===== config.mk =====
export PLATFORM = sky130hd
export DESIGN_NAME = c2e_cordic_cell
export DESIGN_NICKNAME = d
export VERILOG_FILES = /design/src/rtl/c2e_pkg.sv /design/src/rtl/c2e_cordic_cell.sv
export SDC_FILE = /design/constraint.sdc
export NUM_CORES = 1
export LEC_CHECK = 0
export BUFFER_PORTS_ARGS = -buffer_cell sky130_fd_sc_hd__buf_2
export CORE_AREA = 2 2 98 195
export CTS_CLUSTER_SIZE = 25
export DETAILED_ROUTE_END_ITERATION = 12
export DIE_AREA = 0 0 100 197
export GPL_TIMING_DRIVEN = 0
export PLACE_DENSITY = 0.61
export RECOVER_POWER = 50
export SLEW_MARGIN = 20
export SYNTH_ARGS = -nofsm -noshare
export SYNTH_HDL_FRONTEND = slang
export SYNTH_SLANG_ARGS = --single-unit

===== constraint.sdc =====
create_clock -name aclk -period 3.4 [get_ports aclk]
set_clock_uncertainty 0.2 [all_clocks]
set_input_delay 1.02 -clock aclk [delete_from_list [all_inputs] [get_ports aclk]]
set_output_delay 1.02 -clock aclk [all_outputs]
set_load 0.1 [all_outputs]

===== src/rtl/c2e_pkg.sv =====
// ----------------------------------------------------------------------------
// c2e_pkg
// Types, constants and helpers shared by the cube-face to panorama address unit.
// ----------------------------------------------------------------------------
package c2e_pkg;

    localparam int ANGLE_BITS_DEF = 16;
    localparam int MAX_STEPS      = 24;

    localparam int FS_W     = 13;   // face size
    localparam int PW_W     = 15;   // panorama width
    localparam int PH_W     = 14;   // panorama height
    localparam int PIX_W    = 12;   // face column / row
    localparam int NUM_W    = 29;   // dividend of the face coordinate
    localparam int QUO_W    = 18;   // quotient, Q1.16 plus offset
    localparam int DIV_STEPS = QUO_W;
    localparam int CW       = 28;   // CORDIC datapath, Q.24 with headroom
    localparam int CFG_W    = 15;

    localparam logic [29:0] INV_GAIN_Q30 = 30'd652032875;

    // register indexes
    localparam logic [1:0] REG_FACE_SIZE   = 2'd0;
    localparam logic [1:0] REG_PANO_WIDTH  = 2'd1;
    localparam logic [1:0] REG_PANO_HEIGHT = 2'd2;

    // face codes
    localparam logic [2:0] FACE_LEFT   = 3'd0;
    localparam logic [2:0] FACE_RIGHT  = 3'd1;
    localparam logic [2:0] FACE_TOP    = 3'd2;
    localparam logic [2:0] FACE_BOTTOM = 3'd3;
    localparam logic [2:0] FACE_FRONT  = 3'd4;
    localparam logic [2:0] FACE_BACK   = 3'd5;

    typedef struct packed {
        logic [2:0]        face;
        logic [PIX_W-1:0]  col;
        logic [PIX_W-1:0]  row;
    } in_t;

    typedef struct packed {
        logic [13:0] src_col;
        logic [12:0] src_row;
        logic [26:0] pixel_index;
    } out_t;

    // atan(2^-i) in units of 2^-32 turn
    localparam logic [31:0] ATAN_TBL [MAX_STEPS] = '{
        32'h20000000, 32'h12E4051D, 32'h09FB385B, 32'h051111D4, 32'h028B0D43,
        32'h0145D7E1, 32'h00A2F61E, 32'h00517C55, 32'h0028BE53, 32'h00145F2E,
        32'h000A2F98, 32'h000517CC, 32'h00028BE6, 32'h000145F3, 32'h0000A2F9,
        32'h0000517C, 32'h000028BE, 32'h0000145F, 32'h00000A2F, 32'h00000517,
        32'h0000028B, 32'h00000145, 32'h000000A2, 32'h00000051
    };

    // table entry rounded to ab-bit angles
    function automatic logic [31:0] atan_step(input int ab, input int i);
        logic [32:0] t;
        logic [32:0] sh;
        t  = {1'b0, ATAN_TBL[i]} + (33'd1 << (31 - ab));
        sh = t >> (32 - ab);
        return sh[31:0];
    endfunction

endpackage


===== src/rtl/c2e_cordic_cell.sv =====
// ----------------------------------------------------------------------------
// c2e_cordic_cell
// One vectoring CORDIC iteration: rotates toward y = 0, accumulates angle.
// ----------------------------------------------------------------------------
module c2e_cordic_cell
    import c2e_pkg::*;
#(
    parameter int ANGLE_BITS = ANGLE_BITS_DEF,
    parameter int STEP_IDX   = 0
) (
    input  logic                         aclk,
    input  logic                         en,
    input  logic signed [CW-1:0]         x_i,
    input  logic signed [CW-1:0]         y_i,
    input  logic signed [ANGLE_BITS+1:0] z_i,
    output logic signed [CW-1:0]         x_o,
    output logic signed [CW-1:0]         y_o,
    output logic signed [ANGLE_BITS+1:0] z_o
);
    localparam int AW = ANGLE_BITS + 2;
    localparam logic [31:0] STEP32 = atan_step(ANGLE_BITS, STEP_IDX);
    localparam logic signed [AW-1:0] STEP = AW'(STEP32);

    logic signed [CW-1:0] xs, ys;
    logic signed [CW-1:0] x_reg, x_next, y_reg, y_next;
    logic signed [AW-1:0] z_reg, z_next;

    always_comb begin
        xs = x_i >>> STEP_IDX;
        ys = y_i >>> STEP_IDX;
        if (!y_i[CW-1]) begin
            x_next = x_i + ys;
            y_next = y_i - xs;
            z_next = z_i + STEP;
        end else begin
            x_next = x_i - ys;
            y_next = y_i + xs;
            z_next = z_i - STEP;
        end
    end

    always_ff @(posedge aclk) begin
        if (en) begin
            x_reg <= x_next;
            y_reg <= y_next;
            z_reg <= z_next;
        end
    end

    assign x_o = x_reg;
    assign y_o = y_reg;
    assign z_o = z_reg;
endmodule


==> run metrics <==
wire per inst=21.60 µm; Synth async-reset ratio=0%; EDFF count, synth=73; Rel. slew slack=-19.83%; HPWL Detailed=19450 µm; CP Launch Point=y_i[0]; post-synth net total=934; Max Freq=roughly 280 MHz; wl on met1=8211 µm; CTS sink count=73; placeable core region=0.01822 mm²; ANT nets after route=0; clock tree from TritonCTS=done; clock buffer count from CTS=9; area growth from synthesis to layout=37.27%; Synth warnings=0; number of instances in the placed design=roughly 1100; final setup fails=12; crit start category=input port; RSZ-0062 raised after global routing=yes; Max Slew Vio Count=31; largest net degree at the start of global routing=45; Worst Hold Class=input port to flip-flop; peak supply drop=0.2390 mV; drt pass-1 iters=5; met2 WL=13690 µm; filler instances=1757; Top Metal Used=met4; Starting Density=roughly 37%; Antenna diodes=0; Fin. Hold Viols=0; failing checks=max-capacitance violations, max-slew violations, negative setup slack; Post-synth top flop=edfxtp_1; fin cells=1195; die width=100 µm; met3 WL post-DR=1182 µm; initial antenna violation count=0; number of cells on the worst hold path=1; Port Buffers=149; CP endpoint=x_o[26]; Tot GR Track Use=between 20% and 30%; Hold Startpoint=z_i[7]; Area contributors post-synth=edfxtp_1, ha_1, xnor2_1; IO Count=150; Tcrit/Tclk final=103.5%; drt initial violations=approximately 330; area share of the largest cell type after synthesis=32.19%; pwr dens=approximately 490 mW/mm²; GP Congestion=0.9782; Post-Synthesis Cells=between 700 and 800; share of layout cells above drive strength 1=34.01%; mapped cell area=0.006809 mm²; Die H=197 µm; worst-path fanout max=4; via/cell ratio=5.802; Critical Path RT=3.28 ns; flops & latches, synth=73; Total Power=4.611 mW; cell taking the most area after synthesis=edfxtp_1; max_cap viols=1; via count=between 6000 and 7000; die area=0.01970 mm²; clock-pin transition on the worst setup and hold timing paths=0.06 ns; Root Buffer Master=clkbuf_16; most frequent cells after synthesis=a21oi_1, ha_1, inv_1; worst slew pin tran=1.797 ns; Critical Path AT=roughly 3.4 ns; Routed WL=25810 µm; H-Tree Depth=3; worst setup path category=input port to flip-flop; register area share after synthesis=32.19%; Final nets=1138; drt drc=0; DP Worst Slack=-1.254 ns; Rows=70; grt ovf=0; CP Capture Type=flip-flop; vias in the first global route=7030; Leak=4.032 nW; area of the multi-input gates=0.004882 mm²; maximum clock path buffer count=2; first-pass GRT wire length=~38000 µm; register area=0.002192 mm²; Synth cell types=64; Post-Syn Area per Cell=8.843 µm²; outcome=complete, but fails checks; final setup margin=-0.1179 ns; minimum clock period after layout=3.518 ns
through the flow:
stage | hold slack [ns] | cell area (µm²) | TNS (ns) | util, %
after floorplan | 0.9189 | 6907 | -0.8235 | -
after global placement | 0.9965 | 7923 | -31.59 | 43.49
after detailed placement | 0.9984 | 7945 | -31.43 | 43.61
after CTS | 0.6455 | 8885 | -0.9147 | 48.77
after global routing | 0.6449 | 9346 | -7.877 | 51.30
final | 0.6565 | 9346 | -0.6207 | 51.30
cells by family (layout without fill, tap and decap cells):
logic type,count (synthesis),in the layout,synth area share (%)
DFF,73,73,32.19
adders and majority gates,88,88,16.61
and+or+nand+nor,176,176,12.44
muxes,10,10,1.470
xor gates and xnor gates,56,56,7.203
buffers and inverters,124,333,7.093
AOI/OAI and AO/OA,243,243,22.99
placed cells by master (no fill, tap or decap), drive strengths merged, types with 3 or more instances in the layout:
cell type / n
clkbuf: 42
nor3: 12
nand3: 9
inv: 87
nand2b: 9
nor4: 7
a211o: 3
buf: 195
fa: 4
ha: 84
o21bai: 19
a31oi: 11
and2: 5
a21oi: 86
nand4b: 3
o211ai: 6
or3: 5
o22ai: 3
clkinv: 5
nor2: 67
clkinvlp: 4
o21a: 4
o31ai: 5
and3: 4
xor2: 4
edfxtp: 73
mux2i: 10
nand4: 6
nand2: 31
o21ai: 46
xnor2: 52
a221oi: 5
o41ai: 5
a211oi: 11
a21o: 20
nor2b: 11
where the power goes:
group | internal [mW] | leakage [nW] | total (mW) | switching (mW)
logic | 0.646 | 3.19 | 2.49 | 1.85
clock network | 0.496 | 0.129 | 0.909 | 0.413
registers | 1.18 | 0.714 | 1.21 | 0.0331
total | 2.32 | 4.03 | 4.61 | 2.29
registers in the layout, summed over array words and instances (netlist names):
signal,flops
x_o,27
y_o,28
z_o,18
how the worst min path moves through the flow:
stage | end | slack (ns)
floorplan | z_o[0] | 0.92
global placement | z_o[0] | 1.0
detailed placement | z_o[5] | 1.0
CTS | z_o[5] | 0.65
global route | z_o[4] | 0.64
finish | z_o[7] | 0.66
worst max-delay path, stage by stage:
cell,delay [ns]
buf_8,0.10
ha_4,0.15
inv_2,0.05
fa_2,0.20
o21bai_1,0.08
a21oi_2,0.24
o31ai_4,0.11
a221oi_4,0.26
o21bai_2,0.11
a221o_2,0.46
a211oi_4,0.32
a211oi_2,0.12
xnor2_1,0.16
per-layer routing:
layer	GRT usage, %	up-vias
met2	49.37	351
met3	3.652	164
li1	-	3143
met4	19.08	0
met5	0	-
met1	23.37	3275
timing repair:
action                     CTS  global route
setup endpoints to repair   38            35
setup buffers               34            14
hold buffers                 0             0
gates resized for setup     92            94
gates cloned                 1             0
pin swaps                   45            42
final cells by class:
type                    count  area share (%)
flip-flops and latches     73           23.45
repair buffers            199           12.81
inverters                  90           3.976
multi-input cells         573           52.24
clock inverters             6          0.4552
plain buffers              28           1.727
well taps                 216           2.892
clock buffers              10           2.450
(Power assumes the default switching activity.)
