## config.mk

```make
export PLATFORM = sky130hd
export DESIGN_NAME = c2e_div_cell
export DESIGN_NICKNAME = d
export VERILOG_FILES = /design/src/rtl/c2e_pkg.sv /design/src/rtl/c2e_div_cell.sv
export SDC_FILE = /design/constraint.sdc
export NUM_CORES = 1
export LEC_CHECK = 0
export BUFFER_PORTS_ARGS = -buffer_cell sky130_fd_sc_hd__buf_2
export CAP_MARGIN = 20
export CELL_PAD_IN_SITES_DETAIL_PLACEMENT = 0
export CELL_PAD_IN_SITES_GLOBAL_PLACEMENT = 1
export CORE_ASPECT_RATIO = 1.1
export CORE_MARGIN = 5
export CORE_UTILIZATION = 36
export CTS_CLUSTER_SIZE = 28
export DETAILED_ROUTE_END_ITERATION = 10
export GPL_TIMING_DRIVEN = 0
export PLACE_DENSITY_LB_ADDON = 0.08
export SKIP_LAST_GASP = 1
export SLEW_MARGIN = 20
export SYNTH_ARGS = -nofsm -noshare
export SYNTH_HDL_FRONTEND = slang
export SYNTH_SLANG_ARGS = --single-unit
```

## constraint.sdc

```tcl
create_clock -name aclk -period 4 [get_ports aclk]
set_input_delay 1.2 -clock aclk [delete_from_list [all_inputs] [get_ports aclk]]
set_output_delay 1.2 -clock aclk [all_outputs]
set_load 0.02 [all_outputs]
```

## src/rtl/c2e_pkg.sv

```systemverilog
// ----------------------------------------------------------------------------
// c2e_pkg
// Types, constants and helpers shared by the cube-face to panorama address unit.
// ----------------------------------------------------------------------------
package c2e_pkg;

    localparam int ANGLE_BITS_DEF = 16;
    localparam int MAX_STEPS      = 24;

    localparam int FS_W     = 13;   // face size
    localparam int PW_W     = 15;   // panorama width
    localparam int PH_W     = 14;   // panorama height
    localparam int PIX_W    = 12;   // face column / row
    localparam int NUM_W    = 29;   // dividend of the face coordinate
    localparam int QUO_W    = 18;   // quotient, Q1.16 plus offset
    localparam int DIV_STEPS = QUO_W;
    localparam int CW       = 28;   // CORDIC datapath, Q.24 with headroom
    localparam int CFG_W    = 15;

    localparam logic [29:0] INV_GAIN_Q30 = 30'd652032875;

    // register indexes
    localparam logic [1:0] REG_FACE_SIZE   = 2'd0;
    localparam logic [1:0] REG_PANO_WIDTH  = 2'd1;
    localparam logic [1:0] REG_PANO_HEIGHT = 2'd2;

    // face codes
    localparam logic [2:0] FACE_LEFT   = 3'd0;
    localparam logic [2:0] FACE_RIGHT  = 3'd1;
    localparam logic [2:0] FACE_TOP    = 3'd2;
    localparam logic [2:0] FACE_BOTTOM = 3'd3;
    localparam logic [2:0] FACE_FRONT  = 3'd4;
    localparam logic [2:0] FACE_BACK   = 3'd5;

    typedef struct packed {
        logic [2:0]        face;
        logic [PIX_W-1:0]  col;
        logic [PIX_W-1:0]  row;
    } in_t;

    typedef struct packed {
        logic [13:0] src_col;
        logic [12:0] src_row;
        logic [26:0] pixel_index;
    } out_t;

    // atan(2^-i) in units of 2^-32 turn
    localparam logic [31:0] ATAN_TBL [MAX_STEPS] = '{
        32'h20000000, 32'h12E4051D, 32'h09FB385B, 32'h051111D4, 32'h028B0D43,
        32'h0145D7E1, 32'h00A2F61E, 32'h00517C55, 32'h0028BE53, 32'h00145F2E,
        32'h000A2F98, 32'h000517CC, 32'h00028BE6, 32'h000145F3, 32'h0000A2F9,
        32'h0000517C, 32'h000028BE, 32'h0000145F, 32'h00000A2F, 32'h00000517,
        32'h0000028B, 32'h00000145, 32'h000000A2, 32'h00000051
    };

    // table entry rounded to ab-bit angles
    function automatic logic [31:0] atan_step(input int ab, input int i);
        logic [32:0] t;
        logic [32:0] sh;
        t  = {1'b0, ATAN_TBL[i]} + (33'd1 << (31 - ab));
        sh = t >> (32 - ab);
        return sh[31:0];
    endfunction

endpackage

```

## src/rtl/c2e_div_cell.sv

```systemverilog
// ----------------------------------------------------------------------------
// c2e_div_cell
// One restoring division step: subtracts the shifted divisor when it fits.
// ----------------------------------------------------------------------------
module c2e_div_cell
    import c2e_pkg::*;
#(
    parameter int SHIFT = 0
) (
    input  logic             aclk,
    input  logic             en,
    input  logic [FS_W-1:0]  fs,
    input  logic [NUM_W-1:0] rem_i,
    input  logic [QUO_W-1:0] quo_i,
    output logic [NUM_W-1:0] rem_o,
    output logic [QUO_W-1:0] quo_o
);
    localparam int DW = FS_W + QUO_W - 1;

    logic [DW-1:0]    dsh;
    logic             fit;
    logic [DW-1:0]    diff;
    logic [NUM_W-1:0] rem_reg, rem_next;
    logic [QUO_W-1:0] quo_reg, quo_next;

    always_comb begin
        dsh  = DW'(fs) << SHIFT;
        fit  = DW'(rem_i) >= dsh;
        diff = DW'(rem_i) - dsh;
        rem_next = fit ? diff[NUM_W-1:0] : rem_i;
        quo_next = quo_i;
        quo_next[SHIFT] = fit;
    end

    always_ff @(posedge aclk) begin
        if (en) begin
            rem_reg <= rem_next;
            quo_reg <= quo_next;
        end
    end

    assign rem_o = rem_reg;
    assign quo_o = quo_reg;
endmodule

```

==> results of run 1 <==
[worst max-delay path, delay by kind of cell]
| family | cells | cell delay, ps |
|---|---|---|
| AO/OA/AOI/OAI | 2 | 400 |
| XOR/XNOR | 1 | 170 |
| buffers and inverters | 2 | 290 |
| AND/OR/NAND/NOR | 4 | 1320 |
[final timing paths]
path              startpoint        end  slack, ps  cells past startpoint
setup / recovery   rem_i[14]  rem_o[27]        650                      9
hold / removal     quo_i[17]  quo_o[17]       1070                      1
[metal layers]
layer	vias to the layer above	part of all wire	track usage
li1	1042	-	-
met5	-	0	0
met4	0	0.0086	0.0305
met2	72	0.49	0.243
met3	5	0.070	0.0363
met1	947	0.43	0.162
[cell families (layout without fill, tap and decap cells)]
logic type | after synthesis | in the layout
DFF | 47 | 47
AOI/OAI and AO/OA | 48 | 48
and+or+nand+nor | 63 | 63
muxes | 2 | 2
xor gates and xnor gates | 26 | 26
buffers and inverters | 23 | 138
adders and majority gates | 14 | 14
[report_power, final]
part           total (mW)  internal, mW  switching (mW)
clock               0.290         0.122           0.168
combinational       0.309         0.120           0.190
sequential          0.614         0.604          0.0105
total                1.21         0.846           0.368
[sequential cells by signal, summed over array words and instances, names as in the netlist]
register  flops
quo_o        18
rem_o        29
[synthesized netlist by cell type]
| cell type | number |
|---|---|
| o22ai_1 | 1 |
| inv_1 | 17 |
| a21oi_1 | 24 |
| o211ai_1 | 2 |
| ha_1 | 13 |
| a22o_1 | 1 |
| buf_2 | 1 |
| clkbuf_1 | 2 |
| o21a_1 | 4 |
| a21o_1 | 1 |
| mux2_4 | 2 |
| o21bai_1 | 1 |
| a211oi_1 | 2 |
| or4_4 | 1 |
| edfxtp_1 | 47 |
| nand2_8 | 1 |
| nand4_1 | 3 |
| nor4_1 | 4 |
| xnor2_1 | 8 |
| nor2b_1 | 1 |
| nand4b_1 | 1 |
| xor2_1 | 18 |
| nand2_1 | 9 |
| or4_1 | 2 |
| nor4_4 | 1 |
| nand3_1 | 3 |
| nand3b_1 | 1 |
| nand2b_1 | 4 |
| fa_1 | 1 |
| buf_6 | 3 |
| or3_1 | 4 |
| o211ai_2 | 1 |
| o41ai_1 | 1 |
| a21o_2 | 1 |
| o2111ai_2 | 1 |
| nor2_1 | 20 |
| o21ai_0 | 8 |
| nor3_1 | 8 |
[through the flow]
step | cell area, um2 | instances | total power [mW]
finish | 3340 | 423 | 1.21
CTS | 3340 | 423 | 1.24
detailed placement | 3250 | 415 | 0.940
global route | 3340 | 423 | 1.28
global placement | 3250 | 415 | 0.937
floorplan | 2610 | 223 | 0.818
[layout make-up]
cell class / instances / area share
clock buffers: 5 / 0.0206
repair buffers: 107 / 0.161
flip-flops and latches: 47 / 0.423
well taps: 85 / 0.0319
clock inverters: 3 / 0.00600
inverters: 17 / 0.0191
multi-input cells: 153 / 0.325
plain buffers: 6 / 0.0139
==> results.md, run 1 <==
- Largest family of logic cells by synthesized area: simple AND/OR/NAND/NOR gates
- Pleak: 1.48 nW
- CTS tree: done
- Syn. warnings: 0
- DIE HEIGHT: between 90 and 100 um
- Final #Nets: about 410
- P per Cell Area: 364 nW/um2
- DRC violations left: 0
- Core Util, Final: 0.474
- Clk slew on worst S/H paths: approximately 90 ps
- HPWL after detailed placement: 4.89 mm
- Deepest clock path buffer count: 2
- Syn-to-layout area delta: 28.1%
- Synth unique cells: 38
- WHS: around 1100 ps
- Total routed wirelength: around 6.3 mm
- H-tree levels: 2
- Max Cap Violations: 0
- # diodes: 0
- Worst path arrival time: around 3400 ps
- Clock sinks: 47
- DP Worst Slack: roughly 360 ps
- Synth top area share: 0.542
- Initial antenna violation count: 0
- Cts repair resizes: 0
- Area of the die: approximately 9000 um2
- Post-route ant nets: 0
- Postcts setup bufs: 0
- Avg Inst Size Synth: 11.7 um2
- CP Max Fanout: 7
- Cell type with the largest total area after synthesis: edfxtp_1
- Fillers: 716
- Syn Std Cell Area: 2600 um2
- Fmax: 0.299 GHz
- DR vias: 2066
- Total core area: 7050 um2
- Number of DRC markers in iteration 0: 43
- I/O Pins: roughly 110
- GRT Overall Usage: 0.136
- Starting density of the core: 0.370
- Multi-input gate area: 1080 um2
- FF+latch count, synth: 47
- Die Width: approximately 91 um
- GRT Residual Overflow: 0
- CTS Buf Count: 5
- Mux cell area share after synthesis: 0.0115
- Synth Area in Simple Gates: 0.134
- Global-route wire length before repair: 9.99 mm
- Share of cells above drive strength 1: 0.373
- Post-synthesis adder-cell area fraction: 0.0701
- Max rail drop VDD: 0.176 mV
- Slowest stage cell, crit path: or4_4
- Pin count of the biggest net entering global routing: 48
- Final Max Slew Viols: 0
- Final setup margin: ~650 ps
- Most frequent cells in the layout: buf_2, edfxtp_1, a21oi_1
- Cells after Synth: approximately 220
- Area contributors post-synth: edfxtp_1, ha_1, xor2_1, a21oi_1, nor2_1
- DR vias/cell: 4.88
- Final setup violating endpoints: 0
- Share of the yosys chip area belonging to registers: 0.542
- First drt pass iteration count: 4
- Crit path capture type: flip-flop
- Worst-margin pin slew: 621 ps
- CP Cell Sequence: buf_2 > or4_4 > or3_1 > buf_2 > nor4_4 > o211ai_2 > o2111ai_2 > nor4_1 > xor2_1
- Rel. slew slack: 0.586
- CP startpoint kind: input pin
- Most common cell after layout, fill and taps aside: buf_2
- Compound-Gate Fraction of Synth Area: 0.113
- CTS Hold Buffers Added: 0
- Critical Path RT: slightly above 4000 ps
- Worst hold path type: input pin to flip-flop
- Std cell rows: 32
- Tmin final: 3350 ps
- Routability cong.: 0.762
- Unrepaired setup endpoints after global routing: no
- Register area: roughly 1400 um2
- Max incr delay on CP: between 500 and 600 ps
- Critical path type: input pin to flip-flop
- Most used cell, CP: buf_2
- Outcome: completed
- Fin crit share: 0.837
- Clock root cell: clkbuf_8
- Vias in the first global route: 2108
- I/O Buffers: 107
- Endpoints failing hold: 0
- Setup TNS: 0 ps
- Post-Synth XOR/XNOR Area: 0.0874
- Synth Net Count: 299
- Wire length per cell: ~15 um
Note: power is estimated with default switching activity, not from simulation.
==> inputs of run 2 (changes only) <==
--- a/config.mk
+++ b/config.mk
@@ -11,7 +11,7 @@
 export CELL_PAD_IN_SITES_GLOBAL_PLACEMENT = 1
 export CORE_ASPECT_RATIO = 1.1
 export CORE_MARGIN = 5
-export CORE_UTILIZATION = 36
+export CORE_UTILIZATION = 33
 export CTS_CLUSTER_SIZE = 28
 export DETAILED_ROUTE_END_ITERATION = 10
 export GPL_TIMING_DRIVEN = 0
==> constraint.sdc (replaced) <==
create_clock -name aclk -period 2.8 [get_ports aclk]
set_input_delay 0.84 -clock aclk [delete_from_list [all_inputs] [get_ports aclk]]
set_output_delay 0.84 -clock aclk [all_outputs]
set_load 0.02 [all_outputs]
==> run 2 against run 1 <==
Compared with the run above: utilization shrank 0.59 points; combinational power grew 57%; count of clock-buffer cells in the layout unchanged; routed wire length up 3.3%; worst setup slack got worse by 650 ps; via count is 2.2% higher; hold slack worse by 370 ps; flip-flop and latch count is the same; die area is 8.1% higher; critical path type unchanged; critical endpoint is now rem_o[24]; largest cell class unchanged; highest routed layer unchanged.
==> results.md, run 2 (synthesized netlist as in run 1, its figures left out) <==
- Outcome: completed
- Crit path from: rem_i[15]
- Global-route wire length before repair: 9.69 mm (-3.0%)
- CTS Hold Buffers Added: 0 (unchanged)
- Clock sinks: 47 (unchanged)
- Final setup margin: 2.03 ps (-649 ps)
- Most frequent cells in the layout: buf_2, edfxtp_1, xor2_1
- Max rail drop VDD: 0.230 mV (+31%)
- Vias in the first global route: 2002 (-5.0%)
- Share of cells above drive strength 1: 0.480 (+0.107)
- DRC violations left: 0 (unchanged)
- Critical Path RT: 2860 ps (-1180 ps)
- Endpoints failing hold: 0 (unchanged)
- Die Width: 94.7 um (+4.0%)
- Starting density of the core: 0.333 (-0.0369)
- Tmin final: 2800 ps
- Critical path type: input pin to flip-flop
- Deepest clock path buffer count: 2 (unchanged)
- Internal power: 1.33 mW (+57%)
- CP startpoint kind: input pin
- Max Cap Violations: 0 (unchanged)
- Final setup violating endpoints: 0 (unchanged)
- CP Max Fanout: 7 (unchanged)
- Most common cell after layout, fill and taps aside: buf_2
- Placed cell count: 438 (+5.5%)
- Number of DRC markers in iteration 0: 59 (+37%)
- Pleak: 1.55 nW (+5.4%)
- Core Util, Final: 0.468 (-0.00585)
- First drt pass iteration count: 4 (unchanged)
- Worst path arrival time: 2850 ps (-540 ps)
- Worst hold path type: input pin to flip-flop
- Max FFs per register: 29 (unchanged)
- Fmax: 0.357 GHz
- Total routed wirelength: 6.48 mm (+3.3%)
- Power Total: 1.89 mW (+56%)
- Final Max Slew Viols: 0 (unchanged)
- Fin crit share: 0.999
- Pin count of the biggest net entering global routing: 48 (unchanged)
- Wire length per cell: 14.3 um (-3.3%)
- P per Cell Area: 516 nW/um2 (+42%)
- DR vias/cell: 4.67 (-4.3%)
- Crit path capture type: flip-flop
- Switching power: 562 uW (+53%)
- Final #Nets: 419 (+1.5%)
- Sw frac: 0.298 (-0.00559)
- HPWL after detailed placement: 4.78 mm (-2.4%)
- Post-route ant nets: 0 (unchanged)
- Unrepaired setup endpoints after global routing: yes
- Syn-to-layout area delta: 40.6%
- I/O Buffers: 107 (unchanged)
- Clock root cell: clkbuf_8
- Clock network power share: 0.278 (+0.039)
- CTS tree: done
- Comb pwr share: 0.258 (+0.003)
- # diodes: 0 (unchanged)
- Initial antenna violation count: 0 (unchanged)
- CTS Buf Count: 5 (unchanged)
- Area of the die: 9770 um2 (+8.1%)
- Worst-margin pin slew: 620 ps (-0.851 ps)
- Routability cong.: 0.777 (+2.0%)
- GRT Residual Overflow: 0 (unchanged)
- DP Worst Slack: -520 ps (-875 ps)
- Std cell rows: 34 (+6.3%)
- Critical path capture point: rem_o[24]
- DIE HEIGHT: 103 um (+4.0%)
- Setup TNS: 0 ps (unchanged)
- Fin cells: 452 (+6.9%)
- Clk slew on worst S/H paths: 90 ps (about the same)
- Flop pwr share: 0.465 (-0.041)
- I/O Pins: 109 (unchanged)
- Total core area: 7830 um2 (+11%)
- Rel. slew slack: 0.587 (about the same)
- H-tree levels: 2 (unchanged)
- DR vias: 2112 (+2.2%)
- GRT Overall Usage: 0.128 (-0.00803)
## run 2: power groups by stage
| stage | sequential, mW | combinational (mW) | clock, mW |
|---|---|---|---|
| global placement | 0.893 | 0.444 | 0 |
| floorplan | 0.995 | 0.174 | 0 |
| global route | 0.885 | 0.529 | 0.573 |
| finish | 0.877 | 0.486 | 0.524 |
| CTS | 0.880 | 0.474 | 0.551 |
| detailed placement | 0.894 | 0.445 | 0 |
## run 2: critical path: stages
cell and delay (ps):
buf_8 90, or4_4 530, or3_4 400, nor4_4 290, o211ai_2 150, buf_6 180
nand2_8 140, a211oi_2 60, xor2_1 170
## run 2: stage by stage
step,hold slack (ps),instance area [um2]
global route,687,3660
global placement,1020,3280
finish,707,3660
floorplan,939,2610
detailed placement,1020,3280
CTS,695,3570
## run 2: worst min-delay path by stage
stage | cells after the start | slack [ps] | endpoint | start
5_1_grt | 1 | 690 | quo_o[15] | quo_i[15]
3_3_place_gp | 1 | 1020 | quo_o[8] | quo_i[8]
3_5_place_dp | 1 | 1020 | quo_o[15] | quo_i[15]
4_1_cts | 1 | 700 | quo_o[17] | quo_i[17]
2_1_floorplan | 0 | 940 | quo_o[10] | quo_i[10]
6_report | 1 | 710 | quo_o[17] | quo_i[17]
## run 2: repair_timing
item	in CTS	in global routing
setup buffers	7	2
pin swaps	8	13
resized for setup	33	18
setup endpoints to repair	30	30
## run 2: final cells by class
cell class | instances | area, um2
Fill cell | 811 | 4170
Timing Repair Buffer | 116 | 636
Buffer | 3 | 33.8
Clock inverter | 3 | 46.3
Multi-Input combinational cell | 153 | 1270
Inverter | 17 | 63.8
Sequential cell | 47 | 1410
Tap cell | 108 | 135
Clock buffer | 5 | 68.8
## run 2: metal layers
layer | vias to the layer above | part of all wire | wire [um] | track usage
li1 | 1051 | - | - | -
met1 | 977 | 0.43 | 2810 | 0.162
met2 | 78 | 0.47 | 3040 | 0.217
met3 | 6 | 0.086 | 554 | 0.0333
met4 | 0 | 0.010 | 65 | 0.0333
met5 | - | 0 | 0 | 0
==> inputs of run 3 (changes only) <==
--- a/config.mk
+++ b/config.mk
@@ -15,6 +15,7 @@
 export CTS_CLUSTER_SIZE = 28
 export DETAILED_ROUTE_END_ITERATION = 10
 export GPL_TIMING_DRIVEN = 0
+export MAX_ROUTING_LAYER = met4
 export PLACE_DENSITY_LB_ADDON = 0.08
 export SKIP_LAST_GASP = 1
 export SLEW_MARGIN = 20
==> run 3 against run 2 <==
Compared with the run above: utilization about the same; non-clock buffer count did not move; hold slack worse by 0.58 ps; power shrank 0.12%; first-iteration DRC count up 15%; sequential share of layout area hardly changed; count of clock-buffer cells in the layout unchanged; flip-flop and latch count is the same; highest routed layer unchanged; sequential power about the same; die area stayed put; combinational power hardly changed; final area decreased by 0.10%.
==> results.md, run 3 (synthesized netlist as in run 1, its figures left out) <==
- Final setup violating endpoints: 0 (unchanged)
- Register area: 1410 um2 (unchanged)
- Worst path arrival time: 2850 ps (about the same)
- Total routed wirelength: 6.48 mm (about the same)
- DRC violations left: 0 (unchanged)
- Tmin final: 2800 ps (-1.68 ps)
- Worst hold path type: input pin to flip-flop
- Slowest stage cell, crit path: or4_4
- CTS Hold Buffers Added: 0 (unchanged)
- Critical Path RT: 2860 ps (about the same)
- Multi-input gate area: 1260 um2 (-0.30%)
- # diodes: 0 (unchanged)
- Most frequent cells in the layout: buf_2, edfxtp_1, xor2_1
- Flop pwr share: 0.465 (about the same)
- H-tree levels: 2 (unchanged)
- CTS Buf Count: 5 (unchanged)
- Comb pwr share: 0.257 (about the same)
- Outcome: completed
- Syn-to-layout area delta: 40.4%
- Rel. slew slack: 0.582 (-0.00429)
- Total core area: 7830 um2 (unchanged)
- Crit path capture type: flip-flop
- CTS tree: done
- Internal power: 1.33 mW (about the same)
- Routability cong.: 0.788 (+1.4%)
- WHS: 706 ps (-0.580 ps)
- Number of DRC markers in iteration 0: 68 (+15%)
- First drt pass iteration count: 4 (unchanged)
- Clock root cell: clkbuf_8
- CP startpoint kind: input pin
- Max Cap Violations: 0 (unchanged)
- Vias in the first global route: 2016 (+0.70%)
- CP Max Fanout: 7 (unchanged)
- I/O Pins: 109 (unchanged)
- DR vias/cell: 4.68 (about the same)
- HPWL after detailed placement: 4.78 mm (unchanged)
- Post-route ant nets: 0 (unchanged)
- CP Cell Sequence: buf_8 > or4_4 > or3_4 > nor4_4 > o211ai_2 > buf_6 > nand2_8 > a211oi_2 > xor2_1
- DIE HEIGHT: 103 um (unchanged)
- Setup TNS: 0 ps (unchanged)
- Wire length per cell: 14.3 um (about the same)
- Final setup margin: 3.71 ps (+1.68 ps)
- Start point of the worst hold path: quo_i[15]
- Switching power: 560 uW (-0.31%)
- P per Cell Area: 515 nW/um2 (about the same)
- Clock network power share: 0.277 (about the same)
- Fin cells: 452 (unchanged)
- GRT Overall Usage: 0.132 (+0.00389)
- Final Max Slew Viols: 0 (unchanged)
- Area of the die: 9770 um2 (unchanged)
- Hold Path Depth: 1 (unchanged)
- Clk slew on worst S/H paths: 90 ps (about the same)
- Std cell rows: 34 (unchanged)
- Fillers: 811 (unchanged)
- Worst-margin pin slew: 627 ps (+6.43 ps)
- Die Width: 94.7 um (unchanged)
- Max rail drop VDD: 0.231 mV (+0.19%)
- DR vias: 2114 (+0.095%)
- Fin crit share: 0.999 (about the same)
- I/O Buffers: 107 (unchanged)
- Global-route wire length before repair: 9.68 mm (-0.14%)
- Most common cell after layout, fill and taps aside: buf_2
- Max FFs per register: 29 (unchanged)
- Placed cell count: 438 (unchanged)
- Initial antenna violation count: 0 (unchanged)
- CP delay by family, top: simple AND/OR/NAND/NOR gates
- DP Worst Slack: -520 ps (unchanged)
- Clock sinks: 47 (unchanged)
- Starting density of the core: 0.333 (unchanged)
- Pleak: 1.55 nW (about the same)
- Buffers & Inverters on Critical Path: 2 (unchanged)
- Unrepaired setup endpoints after global routing: yes
- Final #Nets: 419 (unchanged)
- Core Util, Final: 0.467 (-0.000480)
- Critical path type: input pin to flip-flop
- Max incr delay on CP: 530 ps (about the same)
- Fmax: 0.358 GHz (about the same)
- Endpoints failing hold: 0 (unchanged)
- GRT Residual Overflow: 0 (unchanged)
- Share of cells above drive strength 1: 0.477 (-0.00291)
- Pin count of the biggest net entering global routing: 48 (unchanged)
- Sw frac: 0.297 (-0.000552)
- Deepest clock path buffer count: 2 (unchanged)
- Hold Path End: quo_o[15]
==> run 3: how the worst max path moves through the flow <==
stage / start / to / slack [ps] / cells past startpoint
floorplan: rem_i[14] / rem_o[3] / -160 / 7
global placement: rem_i[14] / rem_o[12] / -500 / 9
detailed placement: rem_i[14] / rem_o[24] / -520 / 10
CTS: rem_i[16] / rem_o[23] / -90 / 9
global route: rem_i[15] / rem_o[28] / -90 / 10
finish: rem_i[15] / rem_o[24] / 4 / 9
==> run 3: power groups by stage <==
stage	clock network (mW)	registers [mW]	logic, mW
2_1_floorplan	0	0.995	0.174
3_3_place_gp	0	0.893	0.444
3_5_place_dp	0	0.894	0.445
4_1_cts	0.551	0.880	0.474
5_1_grt	0.573	0.885	0.527
6_report	0.523	0.877	0.485
==> run 3: routing by layer <==
layer,vias up,GRT usage,wire [um]
li1,1050,-,-
met1,980,0.164,2860
met2,78,0.218,3040
met3,6,0.0297,518
met4,0,0.0333,65
met5,-,-,0
==> run 3: final cells by class <==
class	count	share of cell area
Buffer	3	0.00923
Clock buffer	5	0.0188
Clock inverter	3	0.0127
Inverter	17	0.0174
Multi-Input combinational cell	153	0.345
Sequential cell	47	0.386
Tap cell	108	0.0369
Timing Repair Buffer	116	0.174
==> run 3: what timing repair did <==
item                       in CTS  in global routing
pin swaps                       8                 13
setup endpoints to repair      30                 30
setup buffers                   7                  2
resized for setup              33                 17
cloned                          0                  0
==> run 3: per-stage QoR <==
step	power (mW)	cell area (um2)
floorplan	1.17	2610
detailed placement	1.34	3280
global route	1.98	3660
global placement	1.34	3280
CTS	1.90	3570
finish	1.89	3660
